===== config.mk =====
export PLATFORM = sky130hd
export DESIGN_NAME = framed_additive_checksum_unit
export DESIGN_NICKNAME = d
export VERILOG_FILES = /design/src/rtl/fac_pkg.sv /design/src/rtl/fac_frame.sv /design/src/rtl/fac_sum.sv /design/src/rtl/framed_additive_checksum_unit.sv
export SDC_FILE = /design/constraint.sdc
export NUM_CORES = 1
export LEC_CHECK = 0
export ABC_AREA = 0
export BUFFER_PORTS_ARGS = -buffer_cell sky130_fd_sc_hd__buf_2
export CAP_MARGIN = 5
export CORE_MARGIN = 3
export CORE_UTILIZATION = 25
export DETAILED_ROUTE_END_ITERATION = 8
export GPL_TIMING_DRIVEN = 0
export HOLD_SLACK_MARGIN = 0.1
export PLACE_DENSITY_LB_ADDON = 0.15
export SLEW_MARGIN = 20
export SYNTH_ARGS = -nofsm -noshare
export SYNTH_HDL_FRONTEND = slang
export SYNTH_SLANG_ARGS = --single-unit

===== constraint.sdc =====
create_clock -name clk -period 4.6 [get_ports clk]
set_clock_uncertainty 0.15 [all_clocks]
set_input_delay 0.23 -clock clk [delete_from_list [all_inputs] [get_ports clk]]
set_output_delay 0.23 -clock clk [all_outputs]
set_load 0.01 [all_outputs]

===== src/rtl/fac_pkg.sv =====
// Package: shared constants, register indexes and types for the framed checksum unit
`timescale 1ns / 1ps
package fac_pkg;

  // Message framing
  localparam int CMD_BYTES   = 6;
  localparam int LINE_BYTES  = 9;
  localparam int TIMER_LINES = 4;
  localparam int ASTRO_LINES = 12;

  // State widths
  localparam int COL_W  = 4;
  localparam int LINE_W = 5;
  localparam int SUM_W  = 8;

  // Check column of each segment kind
  localparam logic [COL_W-1:0] CMD_CHECK_COL  = COL_W'(CMD_BYTES - 1);
  localparam logic [COL_W-1:0] LINE_CHECK_COL = COL_W'(LINE_BYTES - 1);

  // Segment totals per message type, one bit wider than the line count
  localparam logic [LINE_W:0] SEGS_CMD   = (LINE_W+1)'(1);
  localparam logic [LINE_W:0] SEGS_CLOCK = (LINE_W+1)'(2);
  localparam logic [LINE_W:0] SEGS_FULL  = (LINE_W+1)'(2 + TIMER_LINES + ASTRO_LINES);

  // Message type codes
  localparam logic [1:0] MSG_CMD_ONLY  = 2'd0;
  localparam logic [1:0] MSG_CMD_CLOCK = 2'd1;
  localparam logic [1:0] MSG_FULL      = 2'd2;

  // Configuration port
  localparam int CFG_IDX_W  = 2;
  localparam int CFG_DATA_W = 2;
  localparam logic [CFG_IDX_W-1:0] REG_MESSAGE_TYPE = CFG_IDX_W'(0);
  localparam logic [CFG_IDX_W-1:0] REG_CREATE_MODE  = CFG_IDX_W'(1);

  // Position of the current byte within the message
  typedef struct packed {
    logic check;
    logic last;
  } frame_t;

  // One result item
  typedef struct packed {
    logic [SUM_W-1:0] out_byte;
    logic             check_position;
    logic             mismatch;
    logic             message_last;
    logic             message_ok;
  } result_t;

endpackage


===== src/rtl/fac_frame.sv =====
// Frame tracker: column and line counters that mark checksum and final bytes
`timescale 1ns / 1ps
module fac_frame (
  input  logic                  clk,
  input  logic                  rst_n,
  input  logic                  advance,
  input  logic [1:0]            message_type,
  output fac_pkg::frame_t       frame
);

  logic [fac_pkg::COL_W-1:0]  column_r, column_nxt;
  logic [fac_pkg::LINE_W-1:0] line_r, line_nxt;
  logic [fac_pkg::COL_W-1:0]  check_col;
  logic [fac_pkg::LINE_W:0]   seg_total;
  logic [fac_pkg::LINE_W:0]   line_plus;

  // Pick segment length from the line and segment total from the message type
  always_comb begin
    check_col = (line_r == '0) ? fac_pkg::CMD_CHECK_COL : fac_pkg::LINE_CHECK_COL;
    unique case (message_type)
      fac_pkg::MSG_CMD_ONLY:  seg_total = fac_pkg::SEGS_CMD;
      fac_pkg::MSG_CMD_CLOCK: seg_total = fac_pkg::SEGS_CLOCK;
      default:                seg_total = fac_pkg::SEGS_FULL;
    endcase
    line_plus   = {1'b0, line_r} + (fac_pkg::LINE_W+1)'(1);
    frame.check = (column_r >= check_col);
    frame.last  = frame.check && (line_plus >= seg_total);
  end

  // Advance the counters; clear at message end, step line at each checksum
  always_comb begin
    column_nxt = column_r;
    line_nxt   = line_r;
    if (advance) begin
      if (frame.last) begin
        column_nxt = '0;
        line_nxt   = '0;
      end else if (frame.check) begin
        column_nxt = '0;
        line_nxt   = line_plus[fac_pkg::LINE_W-1:0];
      end else begin
        column_nxt = column_r + fac_pkg::COL_W'(1);
      end
    end
  end

  always_ff @(posedge clk) begin
    if (!rst_n) begin
      column_r <= '0;
      line_r   <= '0;
    end else begin
      column_r <= column_nxt;
      line_r   <= line_nxt;
    end
  end

endmodule


===== src/rtl/fac_sum.sv =====
// Running sum: checksum compare or insert, mismatch tracking, result assembly
`timescale 1ns / 1ps
module fac_sum (
  input  logic                       clk,
  input  logic                       rst_n,
  input  logic                       advance,
  input  logic                       create_mode,
  input  logic [fac_pkg::SUM_W-1:0]  data_byte,
  input  fac_pkg::frame_t            frame,
  output fac_pkg::result_t           result
);

  logic [fac_pkg::SUM_W-1:0] sum_r, sum_nxt;
  logic                      failed_r, failed_nxt;
  logic [fac_pkg::SUM_W-1:0] obyte;
  logic                      mism;

  // Replace or compare at checksum positions
  always_comb begin
    obyte = data_byte;
    mism  = 1'b0;
    if (frame.check) begin
      if (create_mode) begin
        obyte = sum_r;
      end else begin
        mism = (data_byte != sum_r);
      end
    end
    result.out_byte       = obyte;
    result.check_position = frame.check;
    result.mismatch       = mism;
    result.message_last   = frame.last;
    result.message_ok     = frame.last && !(failed_r || mism);
  end

  // Accumulate, clear at message end
  always_comb begin
    sum_nxt    = sum_r;
    failed_nxt = failed_r;
    if (advance) begin
      if (frame.last) begin
        sum_nxt    = '0;
        failed_nxt = 1'b0;
      end else begin
        sum_nxt    = sum_r + obyte;
        failed_nxt = failed_r || mism;
      end
    end
  end

  always_ff @(posedge clk) begin
    if (!rst_n) begin
      sum_r    <= '0;
      failed_r <= 1'b0;
    end else begin
      sum_r    <= sum_nxt;
      failed_r <= failed_nxt;
    end
  end

endmodule


===== src/rtl/framed_additive_checksum_unit.sv =====
// Top level: config registers, input and result registers around the checksum logic
//
//   channel | direction | handshake          | payload
//   --------+-----------+--------------------+-----------------------------------------
//   in_     | in        | in_valid/in_stall  | in_data_byte[7:0]
//   out_    | out       | out_valid/out_stall| out_byte, check_position, mismatch,
//           |           |                    | message_last, message_ok
//   cfg_    | in        | cfg_valid/cfg_ready| cfg_index[1:0], cfg_data[1:0]
//
// One item per cycle while out_stall is low; an accepted item passes through the
// input register, then the result register, with a single 8-bit add and compare
// between them.
// Reset clears counters, running sum and valid flags; message_type resets to full
// message, create_mode to verify. cfg_ready is always high.
// A stalled result holds in the result register; the input register keeps taking
// items until it is full and the result register cannot drain.
`timescale 1ns / 1ps
module framed_additive_checksum_unit (
  input  logic                             clk,
  input  logic                             rst_n,
  input  logic                             in_valid,
  output logic                             in_stall,
  input  logic [7:0]                       in_data_byte,
  output logic                             out_valid,
  input  logic                             out_stall,
  output logic [7:0]                       out_byte,
  output logic                             out_check_position,
  output logic                             out_mismatch,
  output logic                             out_message_last,
  output logic                             out_message_ok,
  input  logic                             cfg_valid,
  output logic                             cfg_ready,
  input  logic [fac_pkg::CFG_IDX_W-1:0]    cfg_index,
  input  logic [fac_pkg::CFG_DATA_W-1:0]   cfg_data
);

  logic [1:0]               msg_type_r, msg_type_nxt;
  logic                     create_r, create_nxt;
  logic                     in_valid_r, in_valid_nxt;
  logic [7:0]               in_byte_r, in_byte_nxt;
  logic                     out_valid_r, out_valid_nxt;
  fac_pkg::result_t         res_r, res_nxt;
  fac_pkg::frame_t          frame;
  fac_pkg::result_t         result;
  logic                     out_free;
  logic                     advance;
  logic                     in_take;

  assign cfg_ready = 1'b1;

  // Decode configuration writes; ignore indexes beyond the list
  always_comb begin
    msg_type_nxt = msg_type_r;
    create_nxt   = create_r;
    if (cfg_valid && cfg_ready) begin
      unique case (cfg_index)
        fac_pkg::REG_MESSAGE_TYPE: msg_type_nxt = cfg_data[1:0];
        fac_pkg::REG_CREATE_MODE:  create_nxt   = cfg_data[0];
        default: ;
      endcase
    end
  end

  // Handshake between the two register stages
  assign out_free = !out_valid_r || !out_stall;
  assign advance  = in_valid_r && out_free;
  assign in_stall = in_valid_r && !out_free;
  assign in_take  = in_valid && !in_stall;

  // Input register: load on accept, drop when passed on
  always_comb begin
    in_byte_nxt  = in_take ? in_data_byte : in_byte_r;
    in_valid_nxt = in_take ? 1'b1 : (advance ? 1'b0 : in_valid_r);
  end

  // Result register: refill whenever it is free
  always_comb begin
    out_valid_nxt = out_free ? in_valid_r : out_valid_r;
    res_nxt       = advance ? result : res_r;
  end

  fac_frame u_frame (
    .clk          (clk),
    .rst_n        (rst_n),
    .advance      (advance),
    .message_type (msg_type_r),
    .frame        (frame)
  );

  fac_sum u_sum (
    .clk         (clk),
    .rst_n       (rst_n),
    .advance     (advance),
    .create_mode (create_r),
    .data_byte   (in_byte_r),
    .frame       (frame),
    .result      (result)
  );

  always_ff @(posedge clk) begin
    if (!rst_n) begin
      msg_type_r  <= fac_pkg::MSG_FULL;
      create_r    <= 1'b0;
      in_valid_r  <= 1'b0;
      out_valid_r <= 1'b0;
    end else begin
      msg_type_r  <= msg_type_nxt;
      create_r    <= create_nxt;
      in_valid_r  <= in_valid_nxt;
      out_valid_r <= out_valid_nxt;
    end
  end

  // Payload registers need no reset
  always_ff @(posedge clk) begin
    in_byte_r <= in_byte_nxt;
    res_r     <= res_nxt;
  end

  assign out_valid          = out_valid_r;
  assign out_byte           = res_r.out_byte;
  assign out_check_position = res_r.check_position;
  assign out_mismatch       = res_r.mismatch;
  assign out_message_last   = res_r.message_last;
  assign out_message_ok     = res_r.message_ok;

endmodule


**Yosys cells after proc, flatten, opt, wreduce, memory -nomap -nowiden**

Cells that the tools add are included.

- Register bits: 43
- Input bits: 17
- Output and inout bits: 15
- Word-level logic and storage cells: 56

- Add/sub/neg operators: 3
- Magnitude comparators: 2
- Equality and inequality tests: 3
- Multiplexer cells: 14
- Reductions and logical operators: 20

Operator list:

| operator | count |
|---|---|
| 2-to-1 mux 8 bit | 3 |
| 2-to-1 mux 4 bit | 3 |
| 2-to-1 mux 5 bit | 2 |
| case mux 5 bit (2 select lines) | 1 |
| adder 8 bit | 1 |
| != test 8 bit | 1 |
| adder 5 x 1 -> 6 bit (second input constant) | 1 |
| >= comparator 6 x 5 -> 1 bit | 1 |
| AND reduction 2 bit | 3 |
| logical AND 1 bit | 5 |
| zero test 1 bit | 5 |
| zero test 5 bit | 1 |
| 2-to-1 mux 1 bit | 5 |
| adder 4 x 1 -> 4 bit (second input constant) | 1 |
| == test 2 x 1 -> 1 bit (second input constant) | 2 |
| >= comparator 4 bit | 1 |
| zero test 2 bit | 2 |
| nonzero test 2 bit | 2 |
| logical OR 1 bit | 2 |

**Depth between registers and ports, before layout**

- Depth after elaboration: 7
- Mapped depth: 16

**By module**

From an unflattened synthesis, not the netlist that was laid out.

- Cell total of the unflattened synthesis: 220
- Area total of the unflattened synthesis: 2,351.0 um^2

Modules (own cells, without submodules):

| module | times used | cells each | area each (um^2) |
|---|---|---|---|
| fac_sum | 1 | 96 | 842.1 |
| framed_additive_checksum_unit | 1 | 43 | 829.5 |
| fac_frame | 1 | 81 | 679.4 |

**Worst setup path after synthesis**

No wires, ideal clock.

- Kind: reg2reg
- From: reg u_frame.line_r[0] (netlist bit)
- To: reg u_sum.sum_r[6] (netlist bit)
- Data arrival time: 3.424 ns
- Setup slack: 0.925 ns
- Cell stages (with the launch flop): 16
- Cell sequence: dfxtp_1 > inv_1 > ha_1 > or4b_2 > ha_1 > nand3_1 > o211ai_2 > mux2_2 > ha_1 > inv_1 > fa_1 > nor2b_1 > o31a_1 > o21ai_0 > a21boi_0 > o41ai_1

RTL lines:

| element | RTL line | text |
|---|---|---|
| from (decl) | fac_frame.sv:12 | `logic [fac_pkg::LINE_W-1:0] line_r, line_nxt;` |
| from (signal assigned) | fac_frame.sv:53 | `line_r <= line_nxt;` |
| to (signal assigned) | fac_sum.sv:56 | `sum_r <= sum_nxt;` |
| to (decl) | fac_sum.sv:13 | `logic [fac_pkg::SUM_W-1:0] sum_r, sum_nxt;` |

==> impl_metrics.csv <==
group,metric,value,unit
pwr,p_leak,1.10,nW
logic_synthesis,ys_types,51,
cts,cts_buffer_depth,2,
logic_synthesis,yosys_warnings,0,
detailed_routing,drtIter0Drc,72,
detailed_routing,dr_wl_met3,212,µm
pwr,power.total,0.767,mW
global_route,grt-ovfl-total,0,
sta,hold_viol_final,0,
cts,htreeDepth,2,
cts,clock_sinks,43,
layout,multi_input_area,0.00113,mm²
cts,cts_buffers,5,
run,maxCapViolCount,0,
detailed_routing,top_layer,"met4",
die,dieArea,0.0102,mm²
cts,clock_latency,0.30,ns
detailed_routing,first_pass_iters,4,
sta,setup_tns,0,ns
logic_synthesis,async_flop_share,0,%
critical_path,cp.arrival,4.24,ns
detailed_routing,wl_met1,2560,µm
die,die_y,101,µm
pwr,switchingPower,0.196,mW
sta,setup_viol_count_final,0,
critical_path,worstSetupEndpointType,"flip-flop",
logic_synthesis,synth.avg_cell_area,10.8,µm²
place,dp_hpwl,3550,µm
layout,area_growth,21.2,%
pwr,swShare,25.5,%
die,placeableCoreArea,0.00876,mm²
global_route,antenna_found_initial,0,
detailed_routing,wire_per_inst,13.4,µm
logic_synthesis,synth_nets,244,
layout,drive_gt1_share,20.5,%
sta,final_max_slew_viol_count,0,
layout,regArea,0.00106,mm²
detailed_routing,drcViolationCount,0,
sta,fin_crit_sh,91.2,%
logic_synthesis,yosys_most_used_dff,"dfxtp_1",
critical_path,cp-start-kind,"flip-flop",
die,initial_core_util,25.9,%
global_route,grt_max_degree,22,
critical_path,reg2reg_from,"u_frame.line_r[0]",
place,place_congestion,0.734,
logic_synthesis,ys_seq_area_share,46.8,%
logic_synthesis,syn_area,0.00227,mm²
die,die-width,101,µm
sta,worst_pin_slew,0.905,ns
cts,cts.reportedPaths.clkPinSlew,0.08,ns
detailed_routing,drtAntennaViolNets,0,
die,design.portCount,32,
critical_path,worstRegToRegCells,15,
global_route,grt_use_total,10.4,%
logic_synthesis,synth_seq_cells,43,
place,port_buffers,29,
logic_synthesis,yosys.area.top_type_share,26.5,%
sta,clock.fmax,0.238,GHz
logic_synthesis,syn_inst,210,
logic_synthesis,yosysMostFrequentCell,"dfxtp_1",
pwr,seq_power_share,56.1,%
cts,tritoncts,"built",
global_route,grt_pass1_vias,1613,
critical_path,r2r_slack,0.41,ns
worst_hold_path,hold_path_startpoint,"cfg_index[1]",
sta,period_needed,4.19,ns
detailed_routing,routed_wl,4920,µm
worst_hold_path,holdPathStages,3,
outcome,outcome,"finished clean",
worst_hold_path,worstHoldEndpoint,"msg_type_r[1]",
critical_path,rr_endpoint,"u_sum.sum_r[6]",
pwr,vdd.ir_drop.worst,0.0900,mV
pwr,p_int,0.571,mW
critical_path,critPathMaxFanout,9,
layout,final_nets,292,
sta,rsz0062_at_grt,"no",
pwr,clkPwrFrac,30.6,%
logic_synthesis,yosysTopAreaCell,"edfxtp_1",
logic_synthesis,synth_edf_count,20,
critical_path,worstSetupPathType,"reg -> reg",
layout,fillers,951,
detailed_routing,avgViaCountPerCell,4.55,
layout,diodes,0,
cts,cts_root_buffer,"clkbuf_8",
global_route,grt_pass1_wl,8230,µm
pwr,pwr-share-comb,13.3,%
logic_synthesis,yosys-top-cells-count,"23 x dfxtp_1, 20 x edfxtp_1, 16 x ha_1, 16 x nand2_1",
logic_synthesis,synthTopCellsByArea,"edfxtp_1 26%, dfxtp_1 20%, ha_1 8.8%, xor2_1 4.6%, mux2_2 4.0%",
detailed_routing,num_vias,1671,
detailed_routing,wl_met2,2060,µm
pwr,p_per_area,279,mW/mm²
sta,slew_headroom,39.5,%
die,fp-row-count,34,
worst_hold_path,hold_class,"in -> reg",
critical_path,required,4.65,ns
## power groups by stage
stage	Clock (mW)	Sequential, mW	Combinational, mW
floorplan	0	0.439	0.0645
finish	0.235	0.430	0.102
CTS	0.249	0.431	0.104
global placement	0	0.439	0.0957
detailed placement	0	0.439	0.0951
global route	0.266	0.433	0.117
## state kept, by name, summed over array words and instances (netlist names)
signal	flops
in_byte_r	8
out_byte	8
u_sum.sum_r	8
u_frame.line_r	5
u_frame.column_r	4
msg_type_r	2
create_r	1
in_valid_r	1
out_check_position	1
out_message_last	1
out_message_ok	1
out_mismatch	1
out_valid	1
u_sum.failed_r	1
## layout make-up
class / instances / share of cell area [%]
buffer: 6 / 1.14
tap: 108 / 4.92
multi-input combinational: 148 / 41.0
sequential: 43 / 38.6
clock buffer: 6 / 2.64
clock inverter: 2 / 0.273
timing repair buffer: 41 / 9.65
inverter: 13 / 1.78
## cell families (layout without fill, tap and decap cells)
logic type / after synthesis / count (layout) / synth area share (%)
flip-flops: 43 / 43 / 46.8
other: 1 / 1 / 0.165
adder cells (fa/ha/maj): 17 / 17 / 9.71
buffers and inverters: 19 / 68 / 3.48
XOR/XNOR: 17 / 17 / 6.90
multiplexers: 10 / 10 / 4.86
AO/OA/AOI/OAI: 41 / 41 / 13.0
AND/OR/NAND/NOR: 62 / 62 / 15.1
## cells in the final DEF (no fill, tap or decap), types with 3 or more instances in the layout
| cell | netlist | final |
|---|---|---|
| a21oi_1 | 13 | 13 |
| ha_1 | 16 | 16 |
| clkbuf_1 | 4 | 4 |
| xor2_1 | 12 | 12 |
| inv_1 | 13 | 13 |
| nor2_1 | 12 | 12 |
| nand4_1 | 3 | 3 |
| nor3b_1 | 5 | 5 |
| xnor2_1 | 4 | 4 |
| nand2_1 | 16 | 16 |
| clkbuf_8 | 0 | 5 |
| edfxtp_1 | 20 | 20 |
| dfxtp_1 | 23 | 23 |
| buf_2 | 0 | 29 |
| nand3_1 | 9 | 9 |
| o21ai_0 | 4 | 4 |
| mux2_2 | 8 | 8 |
| nor2b_1 | 3 | 3 |
| dlygate4sd3_1 | 0 | 12 |
## worst max-delay path: stages, from the launching register on
cell and delay (ns):
dfxtp_1 0.38, inv_1 0.08, ha_1 0.15, or4b_2 0.62, ha_1 0.32, nand3_1 0.09, o211ai_2 0.48, mux2_2 0.43
ha_1 0.20, inv_1 0.07, fa_1 0.19, nor2b_1 0.07, o31a_1 0.26, o21ai_0 0.19, a21boi_0 0.11, o41ai_1 0.30
## metrics by stage
stage,cell area [µm²],utilization (%),instances,setup WS [ns],hold slack (ns)
6_report,2750,31.4,367,0.406,0.116
3_5_place_dp,2550,29.1,347,0.351,0.261
4_1_cts,2750,31.4,367,0.312,0.113
3_3_place_gp,2550,29.1,347,0.365,0.258
5_1_grt,2750,31.4,367,0.0557,0.160
2_1_floorplan,2270,-,210,0.925,0.179
## metal layers
metal | GRT usage, % | vias to the layer above
met5 | 0 | -
met4 | 3.68 | 0
met3 | 2.34 | 7
met2 | 15.8 | 40
met1 | 14.4 | 764
li1 | - | 860
## how the worst max path moves through the flow
stage	start	endpoint	cells after the start
floorplan	u_frame.line_r[0]	u_sum.sum_r[6]	15
global placement	u_frame.line_r[0]	u_sum.sum_r[6]	15
detailed placement	u_frame.line_r[0]	u_sum.sum_r[6]	15
CTS	u_frame.line_r[0]	u_sum.sum_r[6]	15
global route	u_frame.line_r[0]	u_sum.sum_r[6]	15
finish	u_frame.line_r[0]	u_sum.sum_r[6]	15
## what timing repair did
item,in CTS,in global routing
hold buffers,12,0
resized for setup,0,0
hold endpoints to repair,13,0
setup buffers,0,0
Power figures use the tool's default switching activity.
